### src/mms_pkg.sv
`timescale 1ns / 1ps
// ----------------------------------------------------------------------------
// mms_pkg
// Shared types and constants for the matrix mirror symmetry and sum block.
// ----------------------------------------------------------------------------
package mms_pkg;

   // Fixed field widths.
   localparam int SUM_W  = 26;
   localparam int SIZE_W = 6;
   localparam int CODE_W = 2;

   // Symmetry codes: bit 1 is the horizontal mirror, bit 0 the vertical one.
   localparam logic [CODE_W-1:0] SYM_00 = 2'd0;
   localparam logic [CODE_W-1:0] SYM_0V = 2'd1;
   localparam logic [CODE_W-1:0] SYM_H0 = 2'd2;
   localparam logic [CODE_W-1:0] SYM_HV = 2'd3;

   // Sequencer states.
   typedef enum logic {
      ST_IDLE,
      ST_CHECK
   } mms_state_type;

   // Control for the element being checked, sequencer to accumulator.
   typedef struct packed {
      logic fire;     // element is in its check cycle
      logic restart;  // drop progress before this element
      logic chk_h;    // horizontal mirror has already arrived
      logic chk_v;    // vertical mirror has already arrived
      logic last;     // element closes the matrix
   } mms_item_type;

endpackage

### src/mms_acc.sv
`timescale 1ns / 1ps
// ----------------------------------------------------------------------------
// mms_acc
// Mirror compare, running sum, symmetry flags and the result register.
// ----------------------------------------------------------------------------
module mms_acc #(
   parameter int DATA_WIDTH = 16
) (
   input  logic                            clock,
   input  logic                            reset,
   input  logic                            clear,
   input  mms_pkg::mms_item_type           item,
   input  logic [DATA_WIDTH-1:0]           value,
   input  logic [DATA_WIDTH-1:0]           rd_data_a,
   input  logic [DATA_WIDTH-1:0]           rd_data_b,
   output logic                            rsp_valid,
   input  logic                            rsp_ready,
   output logic [mms_pkg::SUM_W-1:0]       rsp_element_sum,
   output logic [mms_pkg::CODE_W-1:0]      rsp_symmetry_code
);

   logic [mms_pkg::SUM_W-1:0]  sum_ff;
   logic                       h_ok_ff;
   logic                       v_ok_ff;
   logic                       rsp_valid_ff;
   logic [mms_pkg::SUM_W-1:0]  rsp_sum_ff;
   logic [mms_pkg::CODE_W-1:0] rsp_code_ff;

   logic [mms_pkg::SUM_W-1:0]  sum_in;
   logic                       h_ok_in;
   logic                       v_ok_in;
   logic [mms_pkg::CODE_W-1:0] code_in;

   // Fold the current element into the sum and the flags.
   always_comb begin
      sum_in  = (item.restart ? '0 : sum_ff) + mms_pkg::SUM_W'(value);
      h_ok_in = (item.restart || h_ok_ff) && !(item.chk_h && (rd_data_a != value));
      v_ok_in = (item.restart || v_ok_ff) && !(item.chk_v && (rd_data_b != value));
      code_in = (h_ok_in ? mms_pkg::SYM_H0 : mms_pkg::SYM_00)
              | (v_ok_in ? mms_pkg::SYM_0V : mms_pkg::SYM_00);
   end

   // Progress of the matrix in hand.
   always_ff @(posedge clock) begin
      if (reset || clear) begin
         sum_ff  <= '0;
         h_ok_ff <= 1'b1;
         v_ok_ff <= 1'b1;
      end else if (item.fire) begin
         if (item.last) begin
            sum_ff  <= '0;
            h_ok_ff <= 1'b1;
            v_ok_ff <= 1'b1;
         end else begin
            sum_ff  <= sum_in;
            h_ok_ff <= h_ok_in;
            v_ok_ff <= v_ok_in;
         end
      end
   end

   // Result valid flag: set by a closing element, cleared when the beat is taken.
   always_ff @(posedge clock) begin
      if (reset) begin
         rsp_valid_ff <= 1'b0;
      end else if (item.fire && item.last) begin
         rsp_valid_ff <= 1'b1;
      end else if (rsp_ready) begin
         rsp_valid_ff <= 1'b0;
      end
   end

   // Result payload.
   always_ff @(posedge clock) begin
      if (item.fire && item.last) begin
         rsp_sum_ff  <= sum_in;
         rsp_code_ff <= code_in;
      end
   end

   assign rsp_valid         = rsp_valid_ff;
   assign rsp_element_sum   = rsp_sum_ff;
   assign rsp_symmetry_code = rsp_code_ff;

   // A closing element presents a result on the next cycle.
   a_last_emits: assert property (@(posedge clock) disable iff (reset)
      (item.fire && item.last) |=> rsp_valid)
      else $error("mms_acc: closing element produced no result");

   // A closing element never overwrites a result still waiting.
   a_no_overwrite: assert property (@(posedge clock) disable iff (reset)
      (rsp_valid && !rsp_ready) |-> !(item.fire && item.last))
      else $error("mms_acc: pending result overwritten");

   // Progress returns to its start after a closing element.
   a_restart_after_last: assert property (@(posedge clock) disable iff (reset)
      (item.fire && item.last) |=> (sum_ff == '0 && h_ok_ff && v_ok_ff))
      else $error("mms_acc: progress not cleared after a matrix");

endmodule
### config.mk
export PLATFORM = sky130hd
export DESIGN_NAME = mms_acc
export DESIGN_NICKNAME = d
export VERILOG_FILES = /design/src/mms_pkg.sv /design/src/mms_acc.sv
export SDC_FILE = /design/constraint.sdc
export NUM_CORES = 1
export LEC_CHECK = 0
export ABC_AREA = 1
export BUFFER_PORTS_ARGS = -buffer_cell sky130_fd_sc_hd__buf_2
export CAP_MARGIN = 5
export CORE_ASPECT_RATIO = 1.75
export CORE_MARGIN = 2
export CORE_UTILIZATION = 56
export DETAILED_ROUTE_END_ITERATION = 7
export HOLD_SLACK_MARGIN = 0.1
export PLACE_DENSITY_LB_ADDON = 0.12
export REMOVE_ABC_BUFFERS = 1
export SLEW_MARGIN = 40
export SYNTH_ARGS = -nofsm -noshare
export SYNTH_HDL_FRONTEND = slang
export SYNTH_SLANG_ARGS = --single-unit
### constraint.sdc
create_clock -name clock -period 3.44 [get_ports clock]
set_clock_uncertainty 0.05 [all_clocks]
set_input_delay 0.688 -clock clock [delete_from_list [all_inputs] [get_ports clock]]
set_output_delay 0.688 -clock clock [all_outputs]
set_load 0.005 [all_outputs]
# Word-level counts from Yosys, hierarchy flattened
# Cells that the tools add are included.
# word_totals
word_cells	29
regBits	57
latchBits	0
ram_bits	0
in_bits	57
mem_count	0
out_inout_bits	29
romBits	0
# op_classes
bitwise_logic	1
add_sub_neg	1
div	0
shift	0
n_mux	8
multipliers	0
eq_ne	2
magnitude_cmp	0
reduce_logical	11
# op_table
cell	n
$mux W26	2
$ne A16 B16 Y1	2
$add A26 B16 Y26	1
$logic_and A1 B1 Y1	5
$mux W1	5
$logic_or A1 B1 Y1	3
$logic_not A1 Y1	2
$mux W2	1
$or A2 B1 Y2	1
$reduce_bool A2 Y1	1

# Depth between registers and ports, before layout
# Gate-level depths: netlist of run 1.
# logic_depth
ltp_word	6
mapped_depth	16
ltp_nobuf	15

# Least setup slack after synthesis of run 1
# No wires, ideal clock.
# synth_path
path_kind	input port to flip-flop
start	in item[3] in the netlist's numbering
end	reg rsp_sum_ff, in the netlist rsp_element_sum[24] (data pin)
t_arrival_ps	2465
t_required_ps	3135
path_buffers	2
slack_ps	671
stages	12
setup_time_ps	255
path_cell_list	clkbuf_1 > clkbuf_1 > nor2_1 > ha_1 > nand2_1 > nor2_1 > inv_1 > nor3_2 > nand2_1 > nand2_1 > nand3_1 > and2_1
# synth_between
elab_chain_cells	2
# synth_rtl
item	line_no	source
start: declaration	mms_acc.sv:12	input mms_pkg::mms_item_type item,
$mux W26	mms_acc.sv:36	sum_in = (item.restart ? '0 : sum_ff) + mms_pkg::SUM_W'(value);
$add A26 B16 Y26	mms_acc.sv:36	
via sum_in, one bit	mms_acc.sv:29	logic [mms_pkg::SUM_W-1:0] sum_in;
end signal: assignment	mms_acc.sv:76	rsp_sum_ff <= sum_in;
end: declaration	mms_acc.sv:26	logic [mms_pkg::SUM_W-1:0] rsp_sum_ff;
# The timed path passes the listed nets, and every way through them passes these cells.
# A chain may end at the register's enable or synchronous reset.

# Worst setup path after layout of run 1
# layout_path
start	in item[3] in the netlist's numbering
end	reg rsp_sum_ff, in the netlist rsp_element_sum[22] (data pin)
# The elaborated chain is that of the path after synthesis.

==> impl_metrics.csv, run 1 <==
group,metric,value,unit
run_status,run_status,"complete, no violations",
global_route,grt_antenna_before_repair,0,
floorplan,die_h,117,um
floorplan,die_w,68.3,um
cts,cts_inserted_buffers,9,
synthesis,synth.cell_area,0.00406,sq mm
cts,cts-root-buf,"clkbuf_16",
finish,post-route-util,68.2,%
placed_design,pre_cts_slack,0.405,ns
route,vias_per_cell,5.18,
synthesis,synth_edf_count,28,
finish,final_nets,751,
route,ant_nets,0,
sta,period_share,78.7,%
sta,drv_slew,0,
flow_run,drv_cap,0,
synthesis,synth-main-ff-cell,"dfxtp_1",
global_route,grt_overflow,0,
min_path,min_path_cells,2,
finish,multi_input_area,0.00223,sq mm
floorplan,start_util,56.9,%
route,dr.pass1.iters,5,
cts,cts.sinks,57,
critical_path,cp_data_required_time,3.48,ns
synthesis,ys_seq_area_share,35.0,%
critical_path,path_class,"input pin to flip-flop",
cts,cts_tree,"built",
cts,cts_setup_buffers,0,
min_path,hold_path.class,"flip-flop to flip-flop",
power,p_per_area,382,mW/mm^2
global_route,grt_max_degree,32,
sta,slew_headroom,65.3,%
finish,final_common_cell,"nand2_1",
power,switching_share,24.6,%
cts,clk_latency,0.33,ns
finish,syn2layout_area_growth,19.8,%
floorplan,die-area,0.00797,sq mm
sta,setup_slack,0.731,ns
power,p_total,1860,uW
power,p_int,1400,uW
synthesis,yosysUniqueCellTypes,30,
route,drt_iter0_markers,318,
placed_design,dpl.cell_count,752,
finish,antenna_cells,0,
finish,drive_above_1_share,18.6,%
sta,worst_pin_slew,0.520,ns
sta,rsz0062_at_grt,"false",
cts,post_cts_resized,0,
placed_design,gp_congestion,0.924,
cts,ctsHoldBuffers,0,
power,p_leak,0.00233,uW
synthesis,async_reset_ff_share,0,%
sta,max_freq,369,MHz
global_route,grt_pass1_vias,3612,
global_route,grt_first_pass_wirelength,17000,um
finish,seqCellArea,0.00142,sq mm
power,combPwrFrac,12.2,%
floorplan,core-area,0.00713,sq mm
floorplan,io_pins,86,
critical_path,ff2ff_path_depth,11,
power,peakVddDrop,0.319,mV
route,wirelength,11100,um
synthesis,synth_cells,588,
sta,layout_min_cycle_time,2.71,ns
floorplan,rows,41,
cts,htreeDepth,3,
cts,clkTransAtPathRegs,0.05,ns
synthesis,ys.warnings.count,0,
finish,layout.cells.non_filler,768,
critical_path,startpoint_type,"input pin",
synthesis,ys_seq_elements,57,
route,wl_per_cell,14.4,um
critical_path,arrival,2.75,ns
power,clkPwrFrac,47.8,%
finish,final_cell_mix,"178 x nand2_1, 91 x inv_1, 85 x buf_2",
critical_path,end_kind,"flip-flop",
power,p_switching,456,uW
synthesis,syn_avg_cell_area,6.90,sq um
global_route,grt_use_total,29.5,%
sta,setup_viol,0,
sta,hold_viol,0,
power,power.share.sequential,40.0,%
placed_design,io_buffers,85,
sta,finalSetupTns,0,ns
route,drc,0,
finish,nFillCells,640,
cts,clockBufferDepth,2,
critical_path,critPathMaxFanout,23,
placed_design,place.detailed.hpwl,8420,um
route,vias,3981,
-- cell usage after synthesis, types with 3 or more instances --
cell type	n	share of area [%]
o21ai_0	6	0.74
dfxtp_1	29	14
clkbuf_1	9	0.83
nand3_4	3	1.3
xor2_1	19	4.1
nand4_1	8	1.2
and2_1	10	1.5
edfxtp_1	28	21
or2_2	3	0.46
nand3_1	38	4.7
nand3b_1	4	0.74
xnor2_1	20	4.3
inv_1	91	8.4
nor2_2	5	0.77
a21oi_1	39	4.8
ha_1	16	4.9
nand2_2	6	0.93
nor2_1	58	5.4
nor3_1	4	0.49
nand2_1	178	16
-- through the flow --
stage / area [sq um] / hold slack, ns
6_report: 4860 / 0.407
5_1_grt: 4860 / 0.425
4_1_cts: 4860 / 0.409
3_5_place_dp: 4560 / 0.401
3_3_place_gp: 4560 / 0.393
2_1_floorplan: 4010 / 0.384
-- layer usage --
metal  track usage (%)  up-vias  share of wire [%]
met4              16.9        0                4.0
li1                  -     2012                  -
met1              30.8     1808                 36
met5                 0        -                  0
met3              6.55       30                4.9
met2              52.4      131                 55
-- sequential cells by signal, indices dropped and copies added (netlist names) --
name / cells
h_ok_ff: 1
rsp_element_sum: 26
rsp_symmetry_code: 2
rsp_valid: 1
sum_ff: 26
v_ok_ff: 1
-- final timing paths --
kind | start | slack (ns) | endpoint
max | item[3] | 0.73 | rsp_element_sum[22]
min | rsp_valid | 0.41 | rsp_valid
max reg2reg | sum_ff[0] | 1.18 | rsp_element_sum[22]
min reg2reg | rsp_valid | 0.41 | rsp_valid
-- worst max-delay path, stage by stage --
cell,delay [ns]
buf_2,0.40
nor2_1,0.11
ha_1,0.25
fa_1,0.44
nand3_1,0.11
nand3_1,0.15
nand2_1,0.10
nand2_1,0.11
nand2_1,0.11
nand4_1,0.12
and2_1,0.17
-- cell families after synthesis --
logic type | share of synthesized area (%)
buf+inv | 9.99
xor+xnor | 8.42
flops | 35.0
simple gates | 35.2
fa+ha+maj | 5.43
compound gates | 5.95
-- power groups by stage --
stage | clock network (uW) | logic (uW) | registers [uW]
2_1_floorplan | 0 | 120 | 757
3_3_place_gp | 0 | 223 | 755
3_5_place_dp | 0 | 227 | 756
4_1_cts | 897 | 228 | 742
5_1_grt | 930 | 252 | 744
6_report | 887 | 227 | 742
-- cell type report --
class | count | share of cell area, %
Clock buffer | 11 | 4.99
Clock inverter | 5 | 1.13
Inverter | 95 | 7.33
Multi-Input combinational cell | 426 | 45.9
Sequential cell | 57 | 29.2
Tap cell | 86 | 2.21
Timing Repair Buffer | 88 | 9.21
No activity file was read; power rests on OpenSTA's default activity.
==> run 2, diff against run 1 <==
clock period = 2.6 ns   (was 3.44 ns; I/O delays follow)
==> impl_metrics.csv, run 2 (synthesis gave the netlist of run 1 again) <==
group,metric,value,unit
critical_path,cp_data_required_time,2.81,ns
floorplan,start_util,56.9,%
floorplan,rows,41,
global_route,grt_antenna_before_repair,0,
route,dr.pass1.iters,5,
route,vias_per_cell,5.13,
route,drt_iter0_markers,154,
sta,rsz0062_at_grt,"false",
global_route,grt_first_pass_wirelength,17000,um
placed_design,placed_area,0.00464,sq mm
global_route,grt_overflow,0,
floorplan,die-area,0.00797,sq mm
finish,final_area,0.00494,sq mm
floorplan,die_h,117,um
finish,layout.cells.non_filler,776,
run_status,run_status,"complete, no violations",
cts,post_cts_resized,0,
finish,syn2layout_area_growth,21.7,%
cts,ctsHoldBuffers,0,
cts,cts_inserted_buffers,9,
route,wl_per_cell,14.3,um
flow_run,drv_cap,0,
power,peakVddDrop,0.428,mV
critical_path,arrival,2.44,ns
critical_path,crit_path_max_incr_delay,0.35,ns
global_route,grt_max_degree,31,
critical_path,end_kind,"flip-flop",
critical_path,critPathMaxFanout,13,
sta,finalSetupTns,0,ns
route,ant_nets,0,
placed_design,place.detailed.hpwl,8570,um
finish,antenna_cells,0,
critical_path,cp_cell_sequence,"buf_2 -> buf_12 -> nor2_1 -> ha_1 -> nand2_1 -> nor2_1 -> nand2_1 -> inv_1 -> nand2_1 -> nand2_1 -> xor2_1 -> nand2_1 -> a21oi_1",
min_path,hold_path.class,"input pin to flip-flop",
global_route,grt_pass1_vias,3779,
critical_path,path_common_cell,"nand2_1",
floorplan,die_w,68.3,um
sta,layout_min_cycle_time,2.23,ns
cts,clk_latency,0.33,ns
sta,period_share,85.7,%
placed_design,io_buffers,85,
cts,clkTransAtPathRegs,0.05,ns
critical_path,cp_slowest_cell,"ha_1",
route,route.met3.wl,425,um
placed_design,gp_congestion,0.932,
critical_path,startpoint_type,"input pin",
floorplan,io_pins,86,
cts,cts_tree,"built",
placed_design,dpl.cell_count,761,
finish,final_cell_mix,"178 x nand2_1, 91 x inv_1, 85 x buf_2",
route,vias,3978,
sta,max_freq,449,MHz
critical_path,critical_path_buf_inv_count,3,
route,wirelength,11100,um
finish,final_common_cell,"nand2_1",
sta,setup_viol,0,
floorplan,core-area,0.00713,sq mm
route,met1Wirelength,4130,um
finish,nFillCells,619,
cts,cts_setup_buffers,0,
global_route,grt_use_total,29.4,%
power,p_per_area,497,mW/mm^2
cts,cts.sinks,57,
sta,slew_headroom,72.0,%
sta,drv_slew,0,
cts,htreeDepth,3,
route,drc,0,
cts,cts-root-buf,"clkbuf_16",
finish,final_nets,760,
sta,hold_viol,0,
route,top_layer,"met4",
finish,drive_above_1_share,19.3,%
cts,clockBufferDepth,2,
route,wl_met2,6080,um
critical_path,path_class,"input pin to flip-flop",
critical_path,critPathTopFamily,"simple AND/OR/NAND/NOR gates",
power,p_leak,0.00239,uW
sta,worst_pin_slew,0.420,ns
==> run 2: cell count changes in the layout (fill, tap and decap cells not counted), sizes merged <==
cell      delta
buf          +9
clkinv       +2
clkinvlp     -2
inv          -1
==> run 2: area by class of cell <==
cell class	count	area, sq um	area share (%)
repair buffers	97	528	10.7
clock buffers	11	253	5.12
flip-flops and latches	57	1420	28.8
well taps	86	108	2.18
inverters	95	357	7.22
clock inverters	4	42.5	0.861
multi-input cells	426	2230	45.2
==> run 2: through the flow <==
stage | total power [uW] | utilization (%) | hold slack (ns) | setup WS, ns
3_5_place_dp | 1310 | 65.1 | 0.404 | 0.0471
6_report | 2450 | 69.3 | 0.315 | 0.373
5_1_grt | 2530 | 69.3 | 0.313 | 0.180
4_1_cts | 2460 | 69.3 | 0.304 | 0.386
2_1_floorplan | 1160 | - | 0.384 | 0.416
3_3_place_gp | 1300 | 65.1 | 0.393 | 0.0702
==> run 2: worst reg2reg max path: cells and delay by family (launching register included) <==
kind          cells  cell delay, ns
simple gates      8            0.89
fa+ha+maj         2            0.60
flops             1            0.31
buf+inv           1            0.08
==> run 2: worst paths after layout <==
check	startpoint	end	slack, ns	depth (start not counted)
worst max-delay path	item[3]	sum_ff[13]	0.37	13
worst min-delay path	reset	rsp_valid	0.32	2
worst max register to register	sum_ff[0]	rsp_element_sum[20]	0.42	11
worst min register to register	rsp_valid	rsp_valid	0.41	2
==> run 2: report_power, final <==
group | total, uW | switching [uW] | internal (uW)
Combinational | 310 | 186 | 124
Clock | 1160 | 384 | 777
Sequential | 983 | 8.22 | 974
Total | 2450 | 577 | 1880
==> run 2: per-layer routing <==
layer / up-vias / global-route usage (%)
met4: 0 / 16.8
met3: 33 / 5.78
met2: 111 / 54.9
met1: 1791 / 28.6
li1: 2043 / -
met5: - / 0
