===== src/mms_pkg.sv =====
`timescale 1ns / 1ps
// ----------------------------------------------------------------------------
// mms_pkg
// Shared types and constants for the matrix mirror symmetry and sum block.
// ----------------------------------------------------------------------------
package mms_pkg;

   // Fixed field widths.
   localparam int SUM_W  = 26;
   localparam int SIZE_W = 6;
   localparam int CODE_W = 2;

   // Symmetry codes: bit 1 is the horizontal mirror, bit 0 the vertical one.
   localparam logic [CODE_W-1:0] SYM_00 = 2'd0;
   localparam logic [CODE_W-1:0] SYM_0V = 2'd1;
   localparam logic [CODE_W-1:0] SYM_H0 = 2'd2;
   localparam logic [CODE_W-1:0] SYM_HV = 2'd3;

   // Sequencer states.
   typedef enum logic {
      ST_IDLE,
      ST_CHECK
   } mms_state_type;

   // Control for the element being checked, sequencer to accumulator.
   typedef struct packed {
      logic fire;     // element is in its check cycle
      logic restart;  // drop progress before this element
      logic chk_h;    // horizontal mirror has already arrived
      logic chk_v;    // vertical mirror has already arrived
      logic last;     // element closes the matrix
   } mms_item_type;

endpackage


===== src/mms_seq.sv =====
`timescale 1ns / 1ps
// ----------------------------------------------------------------------------
// mms_seq
// Position tracking, mirror address generation and accept control.
// ----------------------------------------------------------------------------
module mms_seq #(
   parameter int MAX_SIDE   = 32,
   parameter int DATA_WIDTH = 16
) (
   input  logic                            clock,
   input  logic                            reset,
   input  logic                            req_valid,
   output logic                            req_ready,
   input  logic [DATA_WIDTH-1:0]           req_element_value,
   input  logic                            csr_write_enable,
   input  logic [mms_pkg::SIZE_W-1:0]      csr_write_data,
   input  logic                            rsp_busy,
   output logic [((MAX_SIDE > 1) ? $clog2(MAX_SIDE * MAX_SIDE) : 1)-1:0] rd_addr_a,
   output logic [((MAX_SIDE > 1) ? $clog2(MAX_SIDE * MAX_SIDE) : 1)-1:0] rd_addr_b,
   output logic                            wr_en,
   output logic [((MAX_SIDE > 1) ? $clog2(MAX_SIDE * MAX_SIDE) : 1)-1:0] wr_addr,
   output logic [DATA_WIDTH-1:0]           wr_data,
   output mms_pkg::mms_item_type           item
);

   localparam int IDX_W  = (MAX_SIDE > 1) ? $clog2(MAX_SIDE) : 1;
   localparam int ADDR_W = (MAX_SIDE > 1) ? $clog2(MAX_SIDE * MAX_SIDE) : 1;
   localparam int SIDE_W = $clog2(MAX_SIDE + 1);
   localparam int CMP_W  = (SIDE_W > mms_pkg::SIZE_W) ? SIDE_W : mms_pkg::SIZE_W;

   mms_pkg::mms_state_type state_ff, state_in;
   mms_pkg::mms_item_type  item_ff, item_in;

   logic [mms_pkg::SIZE_W-1:0] size_ff;
   logic [IDX_W-1:0]           row_ff, row_in;
   logic [IDX_W-1:0]           col_ff, col_in;
   logic [DATA_WIDTH-1:0]      value_ff;
   logic [ADDR_W-1:0]          addr_ff;

   logic [CMP_W-1:0] size_ext;
   logic [CMP_W-1:0] side;
   logic [CMP_W-1:0] side_m1;
   logic [CMP_W-1:0] row_ext;
   logic [CMP_W-1:0] col_ext;
   logic             guard;
   logic [IDX_W-1:0] row_eff;
   logic [IDX_W-1:0] col_eff;
   logic [CMP_W-1:0] row_eff_ext;
   logic [CMP_W-1:0] col_eff_ext;
   logic [IDX_W-1:0] mirror_row;
   logic [IDX_W-1:0] mirror_col;
   logic             row_end;
   logic             col_end;
   logic             is_last;
   logic             accept;

   function automatic logic [ADDR_W-1:0] addr_of(input logic [IDX_W-1:0] r,
                                                 input logic [IDX_W-1:0] c);
      addr_of = ADDR_W'(ADDR_W'(r) * ADDR_W'(MAX_SIDE) + ADDR_W'(c));
   endfunction

   // Effective side length: zero counts as one, and it is capped at MAX_SIDE.
   always_comb begin
      size_ext = CMP_W'(size_ff);
      if (size_ext == '0) begin
         side = CMP_W'(1);
      end else if (size_ext > CMP_W'(MAX_SIDE)) begin
         side = CMP_W'(MAX_SIDE);
      end else begin
         side = size_ext;
      end
      side_m1 = side - CMP_W'(1);
   end

   // Position of the waiting element, restarted if left over from a larger size.
   always_comb begin
      row_ext     = CMP_W'(row_ff);
      col_ext     = CMP_W'(col_ff);
      guard       = (row_ext >= side) || (col_ext >= side);
      row_eff     = guard ? '0 : row_ff;
      col_eff     = guard ? '0 : col_ff;
      row_eff_ext = CMP_W'(row_eff);
      col_eff_ext = CMP_W'(col_eff);
      row_end     = (row_eff_ext == side_m1);
      col_end     = (col_eff_ext == side_m1);
      is_last     = row_end && col_end;
      mirror_row  = IDX_W'(side_m1 - row_eff_ext);
      mirror_col  = IDX_W'(side_m1 - col_eff_ext);
   end

   // Mirror reads are issued on the accepting edge.
   assign rd_addr_a = addr_of(mirror_row, col_eff);
   assign rd_addr_b = addr_of(row_eff, mirror_col);

   // The element is written back in its check cycle.
   assign wr_addr = addr_ff;
   assign wr_data = value_ff;
   assign item    = item_ff;

   // Control for the element that is accepted now.
   always_comb begin
      item_in.fire    = accept;
      item_in.restart = guard;
      item_in.chk_h   = {1'b0, side} <= {row_eff_ext, 1'b0};
      item_in.chk_v   = {1'b0, side} <= {col_eff_ext, 1'b0};
      item_in.last    = is_last;
   end

   // Next position in row-major order.
   always_comb begin
      row_in = row_eff;
      col_in = col_eff;
      if (is_last) begin
         row_in = '0;
         col_in = '0;
      end else if (col_end) begin
         row_in = row_eff + IDX_W'(1);
         col_in = '0;
      end else begin
         col_in = col_eff + IDX_W'(1);
      end
   end

   // Next state and outputs. A closing element waits until the result slot frees.
   always_comb begin
      state_in  = state_ff;
      req_ready = 1'b0;
      wr_en     = 1'b0;
      unique case (state_ff)
         mms_pkg::ST_IDLE: begin
            req_ready = !rsp_busy || !is_last;
            if (req_valid && req_ready) begin
               state_in = mms_pkg::ST_CHECK;
            end
         end
         mms_pkg::ST_CHECK: begin
            wr_en    = 1'b1;
            state_in = mms_pkg::ST_IDLE;
         end
         default: begin
            state_in = mms_pkg::ST_IDLE;
         end
      endcase
   end

   assign accept = req_valid && req_ready;

   // State register.
   always_ff @(posedge clock) begin
      if (reset) begin
         state_ff <= mms_pkg::ST_IDLE;
      end else begin
         state_ff <= state_in;
      end
   end

   // Size register and position counters.
   always_ff @(posedge clock) begin
      if (reset) begin
         size_ff <= mms_pkg::SIZE_W'(1);
         row_ff  <= '0;
         col_ff  <= '0;
      end else begin
         if (csr_write_enable) begin
            size_ff <= csr_write_data;
            row_ff  <= '0;
            col_ff  <= '0;
         end else if (accept) begin
            row_ff <= row_in;
            col_ff <= col_in;
         end
      end
   end

   // Element in flight: only the fire flag is reset, the payload is loaded on accept.
   always_ff @(posedge clock) begin
      if (reset) begin
         item_ff.fire <= 1'b0;
      end else begin
         item_ff.fire <= item_in.fire;
      end
      if (accept) begin
         value_ff        <= req_element_value;
         addr_ff         <= addr_of(row_eff, col_eff);
         item_ff.restart <= item_in.restart;
         item_ff.chk_h   <= item_in.chk_h;
         item_ff.chk_v   <= item_in.chk_v;
         item_ff.last    <= item_in.last;
      end
   end

   // One element at a time: no accept in the check cycle.
   a_no_back_to_back: assert property (@(posedge clock) disable iff (reset)
      accept |=> !req_ready)
      else $error("mms_seq: element accepted during its predecessor's check cycle");

   // The check cycle writes the store and marks the element as firing.
   a_check_writes: assert property (@(posedge clock) disable iff (reset)
      accept |=> (wr_en && item.fire))
      else $error("mms_seq: accepted element was not written back");

   // A size write restarts at the first element.
   a_cfg_restart: assert property (@(posedge clock) disable iff (reset)
      csr_write_enable |=> (row_ff == '0 && col_ff == '0))
      else $error("mms_seq: size write did not restart the position");

endmodule


===== config.mk =====
export PLATFORM = sky130hd
export DESIGN_NAME = mms_seq
export DESIGN_NICKNAME = d
export VERILOG_FILES = /design/src/mms_pkg.sv /design/src/mms_seq.sv
export SDC_FILE = /design/constraint.sdc
export NUM_CORES = 1
export LEC_CHECK = 0
export ABC_CLOCK_PERIOD_IN_PS = 5050
export BUFFER_PORTS_ARGS = -buffer_cell sky130_fd_sc_hd__buf_2
export CAP_MARGIN = 0
export CORE_MARGIN = 1
export CORE_UTILIZATION = 45
export DETAILED_ROUTE_END_ITERATION = 7
export PLACE_DENSITY = 0.71
export SYNTH_ARGS = -nofsm -noshare
export SYNTH_HDL_FRONTEND = slang
export SYNTH_SLANG_ARGS = --single-unit

===== constraint.sdc =====
create_clock -name clock -period 5.05 [get_ports clock]
set_input_delay 0.505 -clock clock [delete_from_list [all_inputs] [get_ports clock]]
set_output_delay 0.505 -clock clock [all_outputs]
set_load 0.01 [all_outputs]

Word-level counts from Yosys, hierarchy flattened
Index checks and enable logic that the tools add are counted.
W data, S select, Z words.
- input bits: 27
- output and inout port bits: 53
- word-level logic and storage cells: 48
- bits in registers: 48
- $lt $le $gt $ge: 5
- reduce and logical (&&, ||, !) cells: 9
- equality and inequality tests: 2
- bitwise operators: 1
- multiplexer cells: 12
- $add $sub $neg: 8
- operators with widths (operator ; number):
    $add A10 B5 Y10 ; 3
    $mux W5 ; 6
    $eq A5 B6 Y1 ; 2
    $ge A5 B6 Y1 ; 2
    $le A6 B6 Y1 ; 2
    $mux W6 ; 2
    $add A5 B1 Y5 const B ; 2
    $sub A5 B5 Y5 ; 2
    $gt A6 B6 Y1 const B ; 1
    $logic_not A6 Y1 ; 1
    $sub A6 B1 Y6 const B ; 1
    $logic_and A1 B1 Y1 ; 3
    $mux W1 ; 3
    $logic_not A1 Y1 ; 2
    $logic_or A1 B1 Y1 ; 2
    $pmux W1 S2 ; 1
    $reduce_or A2 Y1 ; 1
    $not A1 Y1 ; 1

Logic depth before layout (Yosys ltp)
- depth after elaboration: 13
- depth in mapped cells: 19

Worst setup path after synthesis
OpenSTA, ideal clock, no wires.
- path type: reg2reg
- start: register size_ff, in the netlist size_ext[2]
- end: register item_ff, in the netlist item[0], enable pin
- library setup time: 0.368 ns
- setup slack: 0.975 ns
- period minus slack after synthesis: 4.075 ns
- buffers on the path: 1
- data arrival time: 3.706 ns
- stages on the path, launching flop included: 18
- path through: dfxtp_1 -> nor4_1 -> nor2_1 -> nor2_1 -> ha_1 -> nor3b_1 -> o21ai_1 -> a22oi_2 -> inv_2 -> nor2_1 -> ha_1 -> and4_1 -> clkbuf_1 -> and2_1 -> nand2_1 -> a211o_1 -> o211ai_4 -> inv_2
- word-level cells in the longest chain between the ends: 12
- elaborated cells between the ends (all ways): 17
- ends and longest elaborated chain (item ; RTL line ; RTL):
    start: declaration ; mms_seq.sv:34 ; logic [mms_pkg::SIZE_W-1:0] size_ff;
    start signal: assignment ; mms_seq.sv:160 ; size_ff <= mms_pkg::SIZE_W'(1);
    start signal: assignment ; mms_seq.sv:165 ; size_ff <= csr_write_data;
    $gt A6 B6 Y1 ; mms_seq.sv:67 ; end else if (size_ext > CMP_W'(MAX_SIDE)) begin
    $mux W6 ; mms_seq.sv:67 ;
    $mux W6 * ; mms_seq.sv:65 ; if (size_ext == '0) begin
    $ge A5 B6 Y1 ; mms_seq.sv:79 ; guard = (row_ext >= side) || (col_ext >= side);
    $logic_or A1 B1 Y1 * ; mms_seq.sv:79 ;
    net guard ; mms_seq.sv:45 ; logic guard;
    $mux W5 (on tied branches) ; mms_seq.sv:80, mms_seq.sv:81 ;
    $eq A5 B6 Y1 (on tied branches) ; mms_seq.sv:84, mms_seq.sv:85 ;
    $logic_and A1 B1 Y1 * ; mms_seq.sv:86 ; is_last = row_end && col_end;
    $logic_not A1 Y1 * ; mms_seq.sv:131 ; req_ready = !rsp_busy || !is_last;
    $logic_or A1 B1 Y1 * ; mms_seq.sv:131 ;
    $mux W1 * ; mms_seq.sv:129 ; unique case (state_ff)
    $logic_and A1 B1 Y1 * ; mms_seq.sv:146 ; assign accept = req_valid && req_ready;
    net accept ; mms_seq.sv:55 ; logic accept;
    end: declaration ; mms_seq.sv:32 ; mms_pkg::mms_item_type item_ff, item_in;
The timed path passes the listed nets; every way through them passes the cells marked *.
A chain may end at the register's enable or synchronous reset.

Worst setup path in the final report
- start: register size_ff, in the netlist size_ext[5]
- end: output req_ready
- word-level cells in the longest chain between the ends: 11
- elaborated cells between the ends (all ways): 16
- ends and longest elaborated chain (item ; RTL line ; RTL):
    $gt A6 B6 Y1 ; mms_seq.sv:67 ;
    $mux W6 ; mms_seq.sv:67 ;
    $mux W6 * ; mms_seq.sv:65 ;
    $ge A5 B6 Y1 ; mms_seq.sv:79 ;
    $logic_or A1 B1 Y1 ; mms_seq.sv:79 ;
    $mux W5 (on tied branches) ; mms_seq.sv:80, mms_seq.sv:81 ;
    $eq A5 B6 Y1 (on tied branches) ; mms_seq.sv:84, mms_seq.sv:85 ;
    $logic_and A1 B1 Y1 * ; mms_seq.sv:86 ;
    net is_last ; mms_seq.sv:54 ; logic is_last;
    $logic_not A1 Y1 * ; mms_seq.sv:131 ;
    $logic_or A1 B1 Y1 * ; mms_seq.sv:131 ;
    $mux W1 * ; mms_seq.sv:129 ;
    end: declaration ; mms_seq.sv:13 ; output logic req_ready,
Marked as above.

==> qor.yml <==
run:
  maxCapViolCount: 0
global_route:
  grt_pass1_vias: 2226
  track_usage_pct: 21.74
  grt_pass1_wl_um: 10830
  grt_max_degree: 32
  overflow: 0
  antenna_found_initial: 0
detailed_routing:
  first_pass_iters: 4
  vias_per_cell: 5.493
  routed-via-count: 2428
  ant_nets: 0
  wl_per_cell_um: 15.48
  drt_iter0_drc: 117
  drc: 0
  drt-total-wl_um: 6844
synthesis:
  syn_nets: 344
  synthesis.area_um2: 2870
  async_reset_ff_share_pct: 0
  synth_top_area_share_pct: 31.39
  synthFlopType: "edfxtp_1"
  yosysMostFrequentCell: "ha_1"
  synth_commonest_cells: "ha_1 (31), edfxtp_1 (30), inv_1 (26)"
  synth-edff-count: 30
  yosysWarnings: 0
  yosysTopAreaCell: "edfxtp_1"
  netlist_instances: 284
  synth_area_leaders: "edfxtp_1 (31%), ha_1 (14%), dfxtp_1 (13%)"
  synth.avg_cell_area_um2: 10.11
  ys_seq_area_share_pct: 43.94
  synth_cell_type_count: 51
  ys_ff_latch: 48
layout:
  drive_gt1_share_pct: 27.79
  fillers: 523
  antenna_cells: 0
  fin_nets: 426
  syn2layout_area_growth_pct: 21.19
worst_setup_path:
  crit_end: "req_ready"
  r2r_cells: 15
  rr_endpoint: "col_ff[4]"
  cp-end-kind: "output port"
  worstPathRequired_ns: 4.55
  path_max_fanout: 12
  critPathLaunch: "size_ext[5]"
  r2r_slack_ns: 0.69
  worstSetupPathType: "reg2out"
  r2r_start: "size_ext[5]"
  cp.arrival_ns: 4.01
  start_kind: "register"
timing:
  hold_slack_ns: 0.3615
  skew_ns: 0.01045
  hold_viol: 0
  finalCriticalPeriod_ns: 4.519
  rsz0062_at_grt: "false"
  finalSetupTns_ns: 0
  worst_slew_pin_slew_ns: 0.7045
  fmax_mhz: 221.3
  finalSetupViolCount: 0
  fin_crit_sh_pct: 89.48
  maxSlewViolCount: 0
  slew_headroom_pct: 52.86
cts:
  max-clock-path-buffers: 2
  hold_buffers: 0
  cts_root_buf: "clkbuf_8"
  cts_buffers: 5
  clock_latency_ns: 0.31
  clk_pin_slew_ns: 0.10
  htreeDepth: 2
  cts_tree: "done"
  cts_sinks: 48
power:
  power_frac_comb_pct: 27.6
  switching_share_pct: 30.51
  power_frac_seq_pct: 44.5
  p_int_mw: 0.7068
  pwr-share-clk_pct: 27.9
  powerDensity_nw_per_um2: 292.4
  p_sw_mw: 0.3103
  power_leakage_nw: 1.591
  vdd_drop_max_v: 0.0001796
  totalPowerFinal_mw: 1.017
floorplanning:
  core_area_um2: 6026
  die_h_um: 81.87
  io_pins: 80
  initial_core_util_pct: 47.63
  die_w_um: 81.87
  dieArea_um2: 6702
  fp-row-count: 28
hold_path:
  worstHoldPathType: "in2reg"
  hold_depth: 1
run_status:
  outcome: "complete, no violations"
place:
  dp_hpwl_um: 5360
  portBuffers: 79
  place_congestion: 0.9626
registers in the layout, indices dropped and copies added (netlist names):
name and count:
col_ff 5, item 5, row_ff 5, size_ext 6, state_ff 1, wr_addr 10, wr_data 16
metal layers:
metal	global-route usage [%]	routed length, µm
met4	10.53	189
met1	27.77	3059
met2	35.62	3149
met5	0	0
met3	3.333	446
final cells by class:
cell class,instances,area (µm²),share of cell area (%)
sequential,48,1261,36.26
inverter,29,111.4,3.201
clock inverter,3,42.54,1.223
tap,75,93.84,2.698
multi-input combinational,197,1460,41.98
timing repair buffer,85,440.4,12.66
clock buffer,5,68.82,1.978
cell families after synthesis:
logic type      share of synthesized area [%]
buf+inv                                 5.187
xor+xnor                                3.662
simple gates                            14.82
mux                                     1.744
compound gates                          15.74
fa+ha+maj                               14.91
flops                                   43.94
power groups by stage:
stage,registers (mW),logic (mW),clock network (mW)
global route,0.456,0.313,0.300
finish,0.452,0.281,0.284
detailed placement,0.462,0.273,0
floorplan,0.471,0.170,0
CTS,0.453,0.274,0.290
global placement,0.461,0.269,0
critical path, cell delays in order, from the launching register on:
cell and delay (ns):
dfxtp_1 0.55, nand2b_1 0.26, ha_1 0.28, a2111oi_0 0.36, o21ai_1 0.19, a22oi_2 0.21, buf_4 0.18, nand2_1 0.12
ha_1 0.39, and4_1 0.37, and2_1 0.23, a21boi_1 0.31, a21oi_1 0.12, buf_2 0.15
cell usage in the layout (no fill, tap or decap), types with 2 or more instances in the layout:
cell type   n
nand3_1     9
dfxtp_1    18
o21ai_1     3
o21ai_0     9
xnor2_1    11
buf_2      79
nor2b_1     9
buf_4       6
edfxtp_1   30
inv_1      26
nor3b_1     2
nand2b_1    7
a211o_1     3
o32ai_1     4
a31oi_1     2
a21oi_1    14
fa_1        2
a32o_1      4
o211ai_1    2
clkbuf_8    5
mux2i_1     5
nor2_1     23
and4_1      2
nand2_1    21
and3_1      2
ha_1       31
and2_1      2
a21o_1      6
o31ai_1     2
inv_2       2
worst min path at each step:
stage | start | endpoint | slack (ns)
2_1_floorplan | col_ff[0] | col_ff[0] | 0.46
3_3_place_gp | col_ff[0] | col_ff[0] | 0.48
3_5_place_dp | col_ff[0] | col_ff[0] | 0.49
4_1_cts | req_element_value[2] | wr_data[2] | 0.36
5_1_grt | req_element_value[2] | wr_data[2] | 0.36
6_report | req_element_value[2] | wr_data[2] | 0.36
timing repair:
action	4_1_cts	5_1_grt
setup buffers	0	2
resized for setup	0	2
endpoints found under the setup margin	0	32
stage by stage:
stage	worst slack [ns]	cells	util [%]	area (µm²)
after global routing	0.1497	442	57.72	3478
after global placement	0.6106	432	55.59	3349
after floorplan	0.9752	284	-	2870
final	0.5314	442	57.72	3478
after detailed placement	0.4359	432	55.59	3349
after CTS	0.3907	440	57.43	3461
No activity file was read; power rests on OpenSTA's default activity.
